==> config.mk <==
export PLATFORM = sky130hd
export DESIGN_NAME = cosine_similarity_core_flat
export DESIGN_NICKNAME = d
export VERILOG_FILES = /design/src/design/csim_pkg.sv /design/src/design/csim_if.sv /design/src/design/csim_shift_sub.sv /design/src/design/csim_acc.sv /design/src/design/cosine_similarity_core.sv /design/src/flat_wrapper.sv
export SDC_FILE = /design/constraint.sdc
export NUM_CORES = 2
export LEC_CHECK = 0
export BUFFER_PORTS_ARGS = -buffer_cell sky130_fd_sc_hd__buf_2
export CAP_MARGIN = 20
export CORE_ASPECT_RATIO = 0.8
export CORE_UTILIZATION = 60
export CTS_BUF_LIST = sky130_fd_sc_hd__clkbuf_8
export DETAILED_ROUTE_END_ITERATION = 16
export HOLD_SLACK_MARGIN = 0.06
export PLACE_DENSITY = 0.86
export SETUP_SLACK_MARGIN = 0.5
export SYNTH_ARGS = -nofsm -noshare
export SYNTH_HDL_FRONTEND = slang
export SYNTH_SLANG_ARGS = --single-unit
==> constraint.sdc <==
create_clock -name clk -period 12 [get_ports clk]
set_input_delay 1.8 -clock clk [delete_from_list [all_inputs] [get_ports clk]]
set_output_delay 1.8 -clock clk [all_outputs]
set_load 0.1 [all_outputs]
==> src/design/csim_pkg.sv <==
// csim_pkg: shared types, constants and helpers for the cosine similarity core
// no dependencies; compiled first

package csim_pkg;

    localparam int DATA_W      = 16;
    localparam int SQ_W        = 40;
    localparam int DOT_W       = 41;
    localparam int ROOT_W      = 24;
    localparam int PROD_W      = 48;
    localparam int OPND_W      = 64;
    localparam int SQRT_STEPS  = 24;
    localparam int DIV_STEPS   = 64;
    localparam int CNT_W       = 7;
    localparam int MAX_LEN_DEF = 512;

    localparam logic [SQ_W-1:0] SQ_MAX = {SQ_W{1'b1}};

    typedef enum logic [2:0] {
        ACC_NONE,
        ACC_AA,
        ACC_BB,
        ACC_AB,
        ACC_P,
        ACC_CLR
    } acc_op_t;

    typedef enum logic {
        SU_SQRT,
        SU_DIV
    } su_mode_t;

    typedef struct packed {
        logic     start;
        su_mode_t mode;
    } su_cmd_t;

    typedef struct packed {
        logic busy;
        logic done;
    } su_stat_t;

    // saturation level of the square sums
    function automatic logic [SQ_W-1:0] sq_cap_f(input int max_len);
        logic [OPND_W-1:0] full;
        full = OPND_W'(max_len) << 30;
        if (full < {{(OPND_W-SQ_W){1'b0}}, SQ_MAX})
            return full[SQ_W-1:0];
        else
            return SQ_MAX;
    endfunction

endpackage

==> src/design/csim_if.sv <==
// csim_if: pair request and result channels of the cosine similarity core
// depends on csim_pkg

interface csim_pair_if import csim_pkg::*; ();
    logic                     valid;
    logic                     ready;
    logic signed [DATA_W-1:0] elem_a;
    logic signed [DATA_W-1:0] elem_b;
    logic                     last_pair;

    modport source (output valid, elem_a, elem_b, last_pair, input ready);
    modport sink   (input valid, elem_a, elem_b, last_pair, output ready);
endinterface

interface csim_res_if import csim_pkg::*; ();
    logic                     valid;
    logic                     ready;
    logic signed [DATA_W-1:0] similarity;
    logic                     zero_norm;

    modport source (output valid, similarity, zero_norm, input ready);
    modport sink   (input valid, similarity, zero_norm, output ready);
endinterface

==> src/design/csim_shift_sub.sv <==
// csim_shift_sub: iterative shift-subtract unit, floor square root or division
// depends on csim_pkg

module csim_shift_sub import csim_pkg::*;
(
    input  logic              clk,
    input  logic              rst_n,
    input  su_cmd_t           cmd,
    input  logic [OPND_W-1:0] operand,
    input  logic [PROD_W-1:0] divisor,
    output su_stat_t          stat,
    output logic [OPND_W-1:0] result
);

    localparam int REM_W = PROD_W + 2;

    logic              busy_reg, busy_next;
    logic              done_reg, done_next;
    logic [CNT_W-1:0]  cnt_reg, cnt_next;
    su_mode_t          mode_reg;
    logic [REM_W-1:0]  rem_reg;
    logic [OPND_W-1:0] src_reg;
    logic [OPND_W-1:0] res_reg;
    logic [PROD_W-1:0] div_reg;

    logic [REM_W-1:0]  rem_sh;
    logic [REM_W-1:0]  trial;
    logic              ge;

    always_comb
    begin
        if (mode_reg == SU_SQRT)
        begin
            rem_sh = {rem_reg[REM_W-3:0], src_reg[OPND_W-1 -: 2]};
            trial  = {{(REM_W-ROOT_W-2){1'b0}}, res_reg[ROOT_W-1:0], 2'b01};
        end
        else
        begin
            rem_sh = {rem_reg[REM_W-2:0], src_reg[OPND_W-1]};
            trial  = {2'b00, div_reg};
        end
        ge = (rem_sh >= trial);
    end

    always_comb
    begin
        busy_next = busy_reg;
        done_next = 1'b0;
        cnt_next  = cnt_reg;
        if (cmd.start)
        begin
            busy_next = 1'b1;
            cnt_next  = (cmd.mode == SU_SQRT) ? CNT_W'(SQRT_STEPS) : CNT_W'(DIV_STEPS);
        end
        else if (busy_reg)
        begin
            cnt_next = cnt_reg - CNT_W'(1);
            if (cnt_reg == CNT_W'(1))
            begin
                busy_next = 1'b0;
                done_next = 1'b1;
            end
        end
    end

    always_ff @(posedge clk or negedge rst_n)
    begin
        if (!rst_n)
        begin
            busy_reg <= 1'b0;
            done_reg <= 1'b0;
            cnt_reg  <= '0;
        end
        else
        begin
            busy_reg <= busy_next;
            done_reg <= done_next;
            cnt_reg  <= cnt_next;
        end
    end

    always_ff @(posedge clk)
    begin
        if (cmd.start)
        begin
            mode_reg <= cmd.mode;
            rem_reg  <= '0;
            res_reg  <= '0;
            src_reg  <= operand;
            div_reg  <= divisor;
        end
        else if (busy_reg)
        begin
            rem_reg <= ge ? (rem_sh - trial) : rem_sh;
            res_reg <= {res_reg[OPND_W-2:0], ge};
            src_reg <= (mode_reg == SU_SQRT) ? {src_reg[OPND_W-3:0], 2'b00}
                                             : {src_reg[OPND_W-2:0], 1'b0};
        end
    end

    assign stat.busy = busy_reg;
    assign stat.done = done_reg;
    assign result    = res_reg;

endmodule

==> src/design/csim_acc.sv <==
// csim_acc: shared multiplier with saturating dot and square accumulators
// depends on csim_pkg

module csim_acc import csim_pkg::*;
#(
    parameter int MAX_LEN = MAX_LEN_DEF
)
(
    input  logic                     clk,
    input  logic                     rst_n,
    input  acc_op_t                  op,
    input  logic signed [DATA_W-1:0] elem_a,
    input  logic signed [DATA_W-1:0] elem_b,
    input  logic [ROOT_W-1:0]        ra,
    input  logic [ROOT_W-1:0]        rb,
    output logic [SQ_W-1:0]          sq_a,
    output logic [SQ_W-1:0]          sq_b,
    output logic signed [DOT_W-1:0]  dot,
    output logic [PROD_W-1:0]        prod
);

    localparam int MUL_W = ROOT_W + 1;
    localparam logic [SQ_W-1:0] SQ_CAP = sq_cap_f(MAX_LEN);

    logic [SQ_W-1:0]         sq_a_reg, sq_a_next;
    logic [SQ_W-1:0]         sq_b_reg, sq_b_next;
    logic signed [DOT_W-1:0] dot_reg, dot_next;
    logic [PROD_W-1:0]       p_reg;

    logic signed [MUL_W-1:0]   mx, my;
    logic signed [2*MUL_W-1:0] mul;
    logic [SQ_W:0]             sq_sum_a, sq_sum_b, sq_inc;
    logic signed [DOT_W:0]     dot_sum, cap_pos, cap_neg;

    always_comb
    begin
        unique case (op)
            ACC_AA:
            begin
                mx = {{(MUL_W-DATA_W){elem_a[DATA_W-1]}}, elem_a};
                my = {{(MUL_W-DATA_W){elem_a[DATA_W-1]}}, elem_a};
            end
            ACC_BB:
            begin
                mx = {{(MUL_W-DATA_W){elem_b[DATA_W-1]}}, elem_b};
                my = {{(MUL_W-DATA_W){elem_b[DATA_W-1]}}, elem_b};
            end
            ACC_P:
            begin
                mx = {1'b0, ra};
                my = {1'b0, rb};
            end
            default:
            begin
                mx = {{(MUL_W-DATA_W){elem_a[DATA_W-1]}}, elem_a};
                my = {{(MUL_W-DATA_W){elem_b[DATA_W-1]}}, elem_b};
            end
        endcase
        mul = mx * my;
    end

    always_comb
    begin
        sq_inc   = {{(SQ_W-30){1'b0}}, mul[30:0]};
        sq_sum_a = {1'b0, sq_a_reg} + sq_inc;
        sq_sum_b = {1'b0, sq_b_reg} + sq_inc;
        dot_sum  = {dot_reg[DOT_W-1], dot_reg}
                 + {{(DOT_W-31){mul[31]}}, mul[31:0]};
        cap_pos  = {2'b00, SQ_CAP};
        cap_neg  = -cap_pos;

        sq_a_next = sq_a_reg;
        sq_b_next = sq_b_reg;
        dot_next  = dot_reg;
        unique case (op)
            ACC_AA:
                sq_a_next = (sq_sum_a > {1'b0, SQ_CAP}) ? SQ_CAP : sq_sum_a[SQ_W-1:0];
            ACC_BB:
                sq_b_next = (sq_sum_b > {1'b0, SQ_CAP}) ? SQ_CAP : sq_sum_b[SQ_W-1:0];
            ACC_AB:
            begin
                if (dot_sum > cap_pos)
                    dot_next = cap_pos[DOT_W-1:0];
                else if (dot_sum < cap_neg)
                    dot_next = cap_neg[DOT_W-1:0];
                else
                    dot_next = dot_sum[DOT_W-1:0];
            end
            ACC_CLR:
            begin
                sq_a_next = '0;
                sq_b_next = '0;
                dot_next  = '0;
            end
            default:
            begin
            end
        endcase
    end

    always_ff @(posedge clk or negedge rst_n)
    begin
        if (!rst_n)
        begin
            sq_a_reg <= '0;
            sq_b_reg <= '0;
            dot_reg  <= '0;
        end
        else
        begin
            sq_a_reg <= sq_a_next;
            sq_b_reg <= sq_b_next;
            dot_reg  <= dot_next;
        end
    end

    always_ff @(posedge clk)
    begin
        if (op == ACC_P)
            p_reg <= mul[PROD_W-1:0];
    end

    assign sq_a = sq_a_reg;
    assign sq_b = sq_b_reg;
    assign dot  = dot_reg;
    assign prod = p_reg;

endmodule

==> src/design/cosine_similarity_core.sv <==
// cosine_similarity_core: top level, sequencer around the accumulators and root/divide unit
// depends on csim_pkg, csim_if, csim_acc, csim_shift_sub

// Each element pair passes through one state to take the request and one for each of the
// three products, which share a single multiplier. After the pair marked last, the core
// works out the result: two 24-step square roots and a 64-step division through one
// shift-subtract unit, plus a multiply for the norm product; a zero square sum skips
// these. No pairs are taken while the result is worked out. The result sits in an output
// register, so the next vectors may stream in while it waits to be taken.

module cosine_similarity_core import csim_pkg::*;
#(
    parameter int MAX_LEN = MAX_LEN_DEF
)
(
    input  logic     clk,
    input  logic     rst_n,
    csim_pair_if.sink  pair,
    csim_res_if.source result
);

    typedef enum logic [3:0] {
        S_IDLE,
        S_AA,
        S_BB,
        S_AB,
        S_FIN,
        S_SQA,
        S_SQB,
        S_MULP,
        S_DIVS,
        S_DIV,
        S_OUT
    } state_t;

    localparam logic [SQ_W-1:0] SQ_CAP = sq_cap_f(MAX_LEN);

    state_t                    state_reg, state_next;
    logic signed [DATA_W-1:0]  a_reg, a_next;
    logic signed [DATA_W-1:0]  b_reg, b_next;
    logic                      last_reg, last_next;
    logic [ROOT_W-1:0]         ra_reg, ra_next;
    logic [ROOT_W-1:0]         rb_reg, rb_next;
    logic signed [DATA_W-1:0]  pend_sim_reg, pend_sim_next;
    logic                      pend_zn_reg, pend_zn_next;
    logic                      out_valid_reg, out_valid_next;
    logic signed [DATA_W-1:0]  sim_reg, sim_next;
    logic                      zn_reg, zn_next;

    acc_op_t                   acc_op;
    logic [SQ_W-1:0]           sq_a, sq_b;
    logic signed [DOT_W-1:0]   dot;
    logic [PROD_W-1:0]         prod;
    su_cmd_t                   su_cmd;
    su_stat_t                  su_stat;
    logic [OPND_W-1:0]         su_operand;
    logic [OPND_W-1:0]         su_result;
    logic [DOT_W-1:0]          dot_mag;
    logic                      slot_free;

    csim_acc #(
        .MAX_LEN (MAX_LEN)
    ) u_acc (
        .clk    (clk),
        .rst_n  (rst_n),
        .op     (acc_op),
        .elem_a (a_reg),
        .elem_b (b_reg),
        .ra     (ra_reg),
        .rb     (rb_reg),
        .sq_a   (sq_a),
        .sq_b   (sq_b),
        .dot    (dot),
        .prod   (prod)
    );

    csim_shift_sub u_shift_sub (
        .clk     (clk),
        .rst_n   (rst_n),
        .cmd     (su_cmd),
        .operand (su_operand),
        .divisor (prod),
        .stat    (su_stat),
        .result  (su_result)
    );

    assign dot_mag   = dot[DOT_W-1] ? -dot : dot;
    assign slot_free = !out_valid_reg || result.ready;

    always_comb
    begin
        state_next     = state_reg;
        a_next         = a_reg;
        b_next         = b_reg;
        last_next      = last_reg;
        ra_next        = ra_reg;
        rb_next        = rb_reg;
        pend_sim_next  = pend_sim_reg;
        pend_zn_next   = pend_zn_reg;
        out_valid_next = out_valid_reg && !result.ready;
        sim_next       = sim_reg;
        zn_next        = zn_reg;
        acc_op         = ACC_NONE;
        su_cmd.start   = 1'b0;
        su_cmd.mode    = SU_SQRT;
        su_operand     = {sq_a, {(OPND_W-SQ_W){1'b0}}};

        unique case (state_reg)
            S_IDLE:
            begin
                if (pair.valid)
                begin
                    a_next     = pair.elem_a;
                    b_next     = pair.elem_b;
                    last_next  = pair.last_pair;
                    state_next = S_AA;
                end
            end
            S_AA:
            begin
                acc_op     = ACC_AA;
                state_next = S_BB;
            end
            S_BB:
            begin
                acc_op     = ACC_BB;
                state_next = S_AB;
            end
            S_AB:
            begin
                acc_op     = ACC_AB;
                state_next = last_reg ? S_FIN : S_IDLE;
            end
            S_FIN:
            begin
                if (sq_a == '0 || sq_b == '0)
                begin
                    pend_sim_next = '0;
                    pend_zn_next  = 1'b1;
                    state_next    = S_OUT;
                end
                else
                begin
                    su_cmd.start = 1'b1;
                    state_next   = S_SQA;
                end
            end
            S_SQA:
            begin
                if (su_stat.done)
                begin
                    ra_next      = su_result[ROOT_W-1:0];
                    su_cmd.start = 1'b1;
                    su_operand   = {sq_b, {(OPND_W-SQ_W){1'b0}}};
                    state_next   = S_SQB;
                end
            end
            S_SQB:
            begin
                if (su_stat.done)
                begin
                    rb_next    = su_result[ROOT_W-1:0];
                    state_next = S_MULP;
                end
            end
            S_MULP:
            begin
                acc_op     = ACC_P;
                state_next = S_DIVS;
            end
            S_DIVS:
            begin
                su_cmd.start = 1'b1;
                su_cmd.mode  = SU_DIV;
                su_operand   = {1'b0, dot_mag[SQ_W-1:0], 23'b0}
                             + {{(OPND_W-PROD_W+1){1'b0}}, prod[PROD_W-1:1]};
                state_next   = S_DIV;
            end
            S_DIV:
            begin
                su_cmd.mode = SU_DIV;
                if (su_stat.done)
                begin
                    pend_zn_next = 1'b0;
                    if (dot[DOT_W-1])
                        pend_sim_next = (su_result > OPND_W'(32768))
                                      ? DATA_W'(16'sh8000)
                                      : -su_result[DATA_W-1:0];
                    else
                        pend_sim_next = (su_result > OPND_W'(32767))
                                      ? DATA_W'(16'sh7fff)
                                      : su_result[DATA_W-1:0];
                    state_next = S_OUT;
                end
            end
            S_OUT:
            begin
                if (slot_free)
                begin
                    out_valid_next = 1'b1;
                    sim_next       = pend_sim_reg;
                    zn_next        = pend_zn_reg;
                    acc_op         = ACC_CLR;
                    state_next     = S_IDLE;
                end
            end
            default:
            begin
                state_next = S_IDLE;
            end
        endcase
    end

    always_ff @(posedge clk or negedge rst_n)
    begin
        if (!rst_n)
        begin
            state_reg     <= S_IDLE;
            out_valid_reg <= 1'b0;
            last_reg      <= 1'b0;
            a_reg         <= '0;
            b_reg         <= '0;
            ra_reg        <= '0;
            rb_reg        <= '0;
            pend_sim_reg  <= '0;
            pend_zn_reg   <= 1'b0;
            sim_reg       <= '0;
            zn_reg        <= 1'b0;
        end
        else
        begin
            state_reg     <= state_next;
            out_valid_reg <= out_valid_next;
            last_reg      <= last_next;
            a_reg         <= a_next;
            b_reg         <= b_next;
            ra_reg        <= ra_next;
            rb_reg        <= rb_next;
            pend_sim_reg  <= pend_sim_next;
            pend_zn_reg   <= pend_zn_next;
            sim_reg       <= sim_next;
            zn_reg        <= zn_next;
        end
    end

    assign pair.ready        = (state_reg == S_IDLE);
    assign result.valid      = out_valid_reg;
    assign result.similarity = sim_reg;
    assign result.zero_norm  = zn_reg;

`ifndef NO_ASSERTIONS
    a_unit_idle: assert property (@(posedge clk) disable iff (!rst_n)
        (state_reg == S_IDLE) |-> !su_stat.busy)
        else $error("shift-subtract unit busy while taking pairs");

    a_clear: assert property (@(posedge clk) disable iff (!rst_n)
        (acc_op == ACC_CLR) |=> (sq_a == '0 && sq_b == '0 && dot == '0))
        else $error("accumulators not cleared after result");

    a_sq_cap: assert property (@(posedge clk) disable iff (!rst_n)
        (sq_a <= SQ_CAP) && (sq_b <= SQ_CAP))
        else $error("square sum above saturation level");

    a_zero_norm: assert property (@(posedge clk) disable iff (!rst_n)
        (result.valid && result.zero_norm) |-> (result.similarity == '0))
        else $error("zero norm result with nonzero similarity");
`endif

endmodule
==> src/flat_wrapper.sv <==
// flat-port wrapper written by rule: the top's interface ports become plain ports
module cosine_similarity_core_flat import csim_pkg::*;
#(
    parameter int MAX_LEN = MAX_LEN_DEF
)
  (clk, rst_n, pair_valid, pair_elem_a, pair_elem_b, pair_last_pair, pair_ready, result_valid, result_similarity, result_zero_norm, result_ready);
  csim_pair_if pair_i ();
  csim_res_if result_i ();
  input  logic clk;
  input  logic rst_n;
  input wire logic [$bits(pair_i.valid)-1:0] pair_valid;
  input wire logic [$bits(pair_i.elem_a)-1:0] pair_elem_a;
  input wire logic [$bits(pair_i.elem_b)-1:0] pair_elem_b;
  input wire logic [$bits(pair_i.last_pair)-1:0] pair_last_pair;
  output wire logic [$bits(pair_i.ready)-1:0] pair_ready;
  output wire logic [$bits(result_i.valid)-1:0] result_valid;
  output wire logic [$bits(result_i.similarity)-1:0] result_similarity;
  output wire logic [$bits(result_i.zero_norm)-1:0] result_zero_norm;
  input wire logic [$bits(result_i.ready)-1:0] result_ready;
  assign pair_i.valid = pair_valid;
  assign pair_i.elem_a = pair_elem_a;
  assign pair_i.elem_b = pair_elem_b;
  assign pair_i.last_pair = pair_last_pair;
  assign pair_ready = pair_i.ready;
  assign result_valid = result_i.valid;
  assign result_similarity = result_i.similarity;
  assign result_zero_norm = result_i.zero_norm;
  assign result_i.ready = result_ready;
  cosine_similarity_core #(.MAX_LEN(MAX_LEN)) u_core (.clk(clk), .rst_n(rst_n), .pair(pair_i), .result(result_i));
endmodule
# --- Word-level counts from Yosys, hierarchy flattened ---
# Cells that the tools add are included.
word_totals:
  regBits: 524
  elab_cells: 133
  output_inout_bits: 19
classes:
  eq_ne: 22
  magnitude_cmp: 7
  reduce_logical: 20
  add_sub_neg: 8
  muxes: 52
  multipliers: 1
ops:
  columns: ["cell", "count"]
  rows:
  - ["2-to-1 mux 64 bit", 4]
  - ["case mux 40 bit (2 select lines)", 2]
  - ["case mux 64 bit (2 select lines)", 1]
  - ["2-to-1 mux 40 bit", 3]
  - ["case mux 25 bit (2 select lines)", 2]
  - ["adder 40 x 31 -> 41 bit", 2]
  - ["greater-than comparator 41 x 40 -> 1 bit (second input constant)", 2]
  - ["2-to-1 mux 41 bit", 2]
  - ["case mux 41 bit (2 select lines)", 1]
  - ["logical NOT 40 bit", 2]
  - ["2-to-1 mux 16 bit", 5]
  - ["adder 63 x 47 -> 64 bit", 1]
  - ["greater-than comparator 64 x 15 -> 1 bit (second input constant)", 1]
  - ["greater-than comparator 64 x 16 -> 1 bit (second input constant)", 1]
  - ["greater-or-equal comparator 50 x 48 -> 1 bit", 1]
  - ["2-to-1 mux 50 bit", 1]
  - ["2-to-1 mux 49 bit", 1]
  - ["subtractor 49 x 48 -> 49 bit", 1]
  - ["multiplier 25 x 25 -> 48 bit", 1]
  - ["2-to-1 mux 48 bit", 1]
  - ["case mux 4 bit (11 select lines)", 1]
  - ["adder 41 x 32 -> 42 bit", 1]
  - ["greater-than comparator 42 x 41 -> 1 bit (second input constant)", 1]
  - ["< comparator 42 x 40 -> 1 bit (second input constant)", 1]
  - ["30 further kinds", 71]

# --- Logic depth before layout (Yosys ltp) ---
logic_depth:
  ltp_word: 12
  mapped_depth: 49
  mapped_depth_nobuf: 44

# --- Modules after synthesis ---
# From an unflattened synthesis, not the netlist that was laid out.
unflattened:
  hier_cells: 6315
  area_unflattened_um2: 57456.4
by_module_without_submodules:
  columns: ["mod", "area_each_um2", "cells_each", "instances"]
  rows:
  - ["csim_acc", 35489.0, 4030, 1]
  - ["csim_shift_sub", 13195.2, 1342, 1]
  - ["cosine_similarity_core", 8772.2, 943, 1]

# --- Worst setup path after synthesis ---
# No wires, ideal clock.
synth_path:
  path_type: "flip-flop to flip-flop"
  startpoint: "register u_core.state_reg[3]"
  endpoint: "register u_core.u_acc.sq_a_reg[23] (netlist: u_core.u_acc.sq_a[23])"
  path_buffers: 6
  t_arrival_ns: 12.635
  setup_time_ns: 0.066
  stages_incl_launch_ff: 43
  path_slack_ns: -0.700
  required_ns: 11.934
  path_cell_list: "dfrtp_1 > clkbuf_1 > nand2b_1 > nor2_1 > clkbuf_1 > clkbuf_1 > clkbuf_1 > clkbuf_1 > a21oi_1 > nor2_1 > fa_1 > fa_1 > inv_1 > fa_1 > fa_1 > inv_1 > fa_1 > fa_1 > (+7 left out) > a31oi_1 > nand3_1 > and2_1 > o21a_1 > nor2_1 > xnor2_1 > ha_1 > nand4_1 > nor3_1 > or4_1 > nand2_1 > a21oi_1 > or4bb_1 > a2111o_1 > nor4_4 > or2_4 > buf_6 > a22o_1"
synth_via:
  elab_chain_cells: 9
  elab_cells_between_ends: 18
  cone_classes: "add/sub: 1; mul: 1; order compare: 1; eq/ne: 9; mux: 5; reduce/logical: 1"
synth_lines:
  columns: ["element", "line_no", "source"]
  rows:
  - ["start: declaration", "cosine_similarity_core.sv:38", "state_t state_reg, state_next;"]
  - ["start signal: assignment", "cosine_similarity_core.sv:232", "state_reg <= state_next;"]
  - ["equality test 4 bit (tied with other cells)", "cosine_similarity_core.sv:108", "unique case (state_reg)"]
  - ["case mux 3 bit (5 select lines) (*)", "cosine_similarity_core.sv:108", null]
  - ["equality test 3 bit (tied with other cells)", "csim_acc.sv:37", "unique case (op)"]
  - ["case mux 25 bit (2 select lines)", "csim_acc.sv:37", null]
  - ["multiplier 25 x 25 -> 48 bit (*)", "csim_acc.sv:59", "mul = mx * my;"]
  - ["named net u_core.u_acc.mul[29]", "csim_acc.sv:31", "logic signed [2*MUL_W-1:0] mul;"]
  - ["adder 40 x 31 -> 41 bit (*)", "csim_acc.sv:65", "sq_sum_a = {1'b0, sq_a_reg} + sq_inc;"]
  - ["greater-than comparator 41 x 40 -> 1 bit (*)", "csim_acc.sv:77", "sq_a_next = (sq_sum_a > {1'b0, SQ_CAP}) ? SQ_CAP : sq_sum_a[SQ_W-1:0];"]
  - ["2-to-1 mux 40 bit (*)", "csim_acc.sv:77", null]
  - ["case mux 40 bit (2 select lines) (*)", "csim_acc.sv:75", "unique case (op)"]
  - ["end signal: assignment", "csim_acc.sv:111", "sq_a_reg <= sq_a_next;"]
  - ["end: declaration", "csim_acc.sv:25", "logic [SQ_W-1:0] sq_a_reg, sq_a_next;"]
# The timed path passes the listed nets; every way through them passes the cells marked *.
# A chain may end at the register's enable or synchronous reset.

# --- Worst setup path after layout ---
layout_path:
  startpoint: "register u_core.state_reg[0]"
  endpoint: "register u_core.u_acc.sq_a_reg[21] (netlist: u_core.u_acc.sq_a[21])"
# The elaborated chain is that of the path after synthesis.

==> flow_summary.ini <==
[layout]
synthToLayoutAreaGrowth_pct = 8.59
final_cell_area_sq_um = 61100
fillerInstances = 7487
finish.net_count = 7340
seq_cell_area_sq_um = 13400
multi_input_area_sq_um = 39300
final_layout_size_suffix_gt1_share_pct = 10.6

[logic_synthesis]
ys_ff_latch = 524
area_contributors_post_synth = fa_1 (23%), dfrtp_1 (11%), edfxtp_1 (8.6%)
synth_cell_types = 92
synthesis.area_sq_um = 56300
post_synth_inst_count = 6270
yosysWarningCount = 0
leading_cell_types_by_count_after_synthesis = nand2_1 (772), inv_1 (747), fa_1 (645)
postSynthAreaPerCell_sq_um = 8.97
synth_flop_cell = dfrtp_1
yosysTopAreaCell = fa_1
synthMostInstantiatedCell = nand2_1
mappedNetlistNets = 7269
synth_seq_area_share_pct = 23.7
synth_edf_count = 161
synth.top_cell.area_share_pct = 23.0
synth_async_sr_flop_share_pct = 47.7

[worst_setup_path]
worst_setup_path_start_kind = flop
critical_path.endpoint = u_core.u_acc.sq_a[21]$_DFFE_PN0P_
reg2reg_slack_ns = 0.71
crit_slowest_cell = xor2_1
worst_reg_to_reg_path_cell_count = 38
worstSetupPathType = flop to flop
end_kind = flop
cpMostUsedCell = fa_1
cp_num_buf_inv = 8
crit_path_max_incr_delay_ns = 0.57
worst_r2r_endpoint = u_core.u_acc.sq_a[21]$_DFFE_PN0P_
critPathMaxFanout = 11
worstReg2RegStart = u_core.state_reg[0]$_DFFE_PN0P_
cp_data_required_time_ns = 12.66
worst_path_dominant_cell_family = adder cells
number_of_cells_on_the_critical_path = 38
worst_path_arrival_ns = 11.95
critical_path.startpoint = u_core.state_reg[0]$_DFFE_PN0P_

[sta]
max-slew-margin-rel_pct = 26.2
timing.hold.ws_ns = 0.436
final_min_period_over_clock_period_pct = 94.0
skew_ns = 0.0799
timing.final.max_slew_violations = 0
postLayoutSetupSlackWorst_ns = 0.714
report.final.setup_viol = 0
tmin_final_ns = 11.29
rsz0062_at_grt = no
timing.setup.tns_ns = 0
achievable-frequency_mhz = 88.6
timing_worst_slew_pin_value_ns = 1.10
final-hold-violation-count = 0

[drt]
antenna_left = 0
drt_first_pass_iters = 7
wl_per_cell_um = 24.6
post_drt_via_cell_ratio = 6.38
postRouteWirelength_um = 188000
detailedRoute.firstIterationViolations = 5904
drc = 0
detailroute.via_count = 48800

[die]
die_h_um = 276
design.die.area_sq_um = 95000
effective_utilization_at_floorplan_pct = 60.5
ioPinCount = 56
core_sq_um = 93000
standard_cell_rows = 100
die_x_um = 344

[pwr]
powerDensity_nw_per_um2 = 58.2
leakagePower_nw = 30.6
worst_vdd_drop_mv = 0.0846
report.power.total_w = 0.00356

[clock_tree]
post_cts_hold_buffer_count = 0
cts-htree-levels = 3
clk_pin_slew_worst_paths_ns = 0.06
buffer_cell_driving_the_clock_tree_root = clkbuf_8
clk-insertion-delay-late_ns = 0.78
cts_tree = yes
cts-root-to-sink-buffers = 3
cts-buffers-inserted = 89
numClockSinks = 524

[global_routing]
grt_pass1_wl_um = 285000
antenna_found_initial = 10
grt_overflow = 0
pin_count_of_the_biggest_net_entering_global_routing = 83
vias_in_the_first_global_route = 47100
groute.usage.overall_pct = 39.8

[placed_design]
hpwl_reported_at_the_end_of_detailed_placement_um = 148000
postPlaceCellArea_sq_um = 58500
place.gp.congestion = 1.04
post_placement_worst_setup_slack_ns = 0.165
place.port_buffers = 55

[hold_path]
timing.hold.worst.class = flop to flop

[status]
status = finished clean

[flow_run]
cap_violations = 0
-- placed cells by master, fill, tap and decap left out, types with 99 or more instances in the layout --
cell	n
a21oi_1	338
xnor2_1	158
clkbuf_8	99
inv_1	778
o21ai_0	272
mux2_2	123
dfrtp_1	246
nor2_1	593
a21o_1	112
mux2i_1	168
buf_4	218
edfxtp_1	161
ha_1	313
xor2_1	101
nand2_1	764
dfxtp_1	113
fa_1	643
-- per-layer routing --
| layer | wire length (um) | GRT usage, % | vias to the layer above |
|---|---|---|---|
| met5 | 57 | 0 | - |
| met4 | 8930 | 16.3 | 10 |
| met3 | 26800 | 13.7 | 544 |
| met2 | 76100 | 54.5 | 3206 |
| met1 | 76300 | 57.0 | 23800 |
| li1 | - | - | 21200 |
-- worst reg2reg max path: cells and delay by family, from the launching register on --
| family | cells | cell delay [ns] |
|---|---|---|
| buffers and inverters | 8 | 1.25 |
| adders and majority gates | 9 | 4.32 |
| and+or+nand+nor | 13 | 2.86 |
| DFF | 1 | 0.40 |
| AOI/OAI and AO/OA | 7 | 1.79 |
| xor gates and xnor gates | 1 | 0.57 |
-- how the worst min path moves through the flow --
stage	startpoint	endpoint	slack (ns)	cells past startpoint
after CTS	u_core.u_acc.prod[24]$_DFFE_PN_	u_core.u_shift_sub.div_reg[24]$_DFFE_PP_	0.43	0
after global placement	u_core.u_acc.prod[0]$_DFFE_PN_	u_core.u_shift_sub.div_reg[0]$_DFFE_PP_	0.40	0
after global routing	u_core.u_acc.prod[24]$_DFFE_PN_	u_core.u_shift_sub.div_reg[24]$_DFFE_PP_	0.45	0
after floorplan	u_core.u_acc.prod[0]$_DFFE_PN_	u_core.u_shift_sub.div_reg[0]$_DFFE_PP_	0.40	0
after detailed placement	u_core.u_acc.prod[0]$_DFFE_PN_	u_core.u_shift_sub.div_reg[0]$_DFFE_PP_	0.43	0
final	u_core.u_acc.prod[24]$_DFFE_PN_	u_core.u_shift_sub.div_reg[24]$_DFFE_PP_	0.44	0
-- area by class of cell --
class,count,share of cell area (%)
Multi-Input combinational cell,4683,64.3
Sequential cell,524,21.9
Inverter,749,4.61
Timing Repair Buffer,294,3.71
Tap cell,1224,2.51
Clock buffer,99,2.23
Clock inverter,67,0.756
Antenna cell,8,0.0328
-- cell families after synthesis --
kind of cell | synth area share, %
AO/OA/AOI/OAI | 14.6
XOR/XNOR | 4.16
adder cells (fa/ha/maj) | 30.0
buffers and inverters | 7.15
flip-flops | 23.7
multiplexers | 5.45
AND/OR/NAND/NOR | 14.9
-- report_power, final --
| part | internal, W | leakage [nW] | switching (W) | total [W] |
|---|---|---|---|---|
| logic | 0.00000512 | 23.6 | 0.0000198 | 0.0000249 |
| clock network | 0.000861 | 1.05 | 0.000843 | 0.00170 |
| registers | 0.00183 | 5.90 | 0.00000000000000000000793 | 0.00183 |
-- through the flow --
| stage | cells | utilization, % |
|---|---|---|
| 2_1_floorplan | 6270 | - |
| 3_3_place_gp | 7437 | 62.9 |
| 3_5_place_dp | 7438 | 62.9 |
| 4_1_cts | 7610 | 65.1 |
| 5_1_grt | 7641 | 65.7 |
| 6_report | 7648 | 65.7 |
-- what timing repair did --
action	4_1_cts	5_1_grt
setup endpoints to repair	76	116
buffers inserted	4	27
cloned	2	2
resized for setup	43	79
pin swaps	4	9
hold endpoints to repair	0	0
Power figures use the tool's default switching activity.
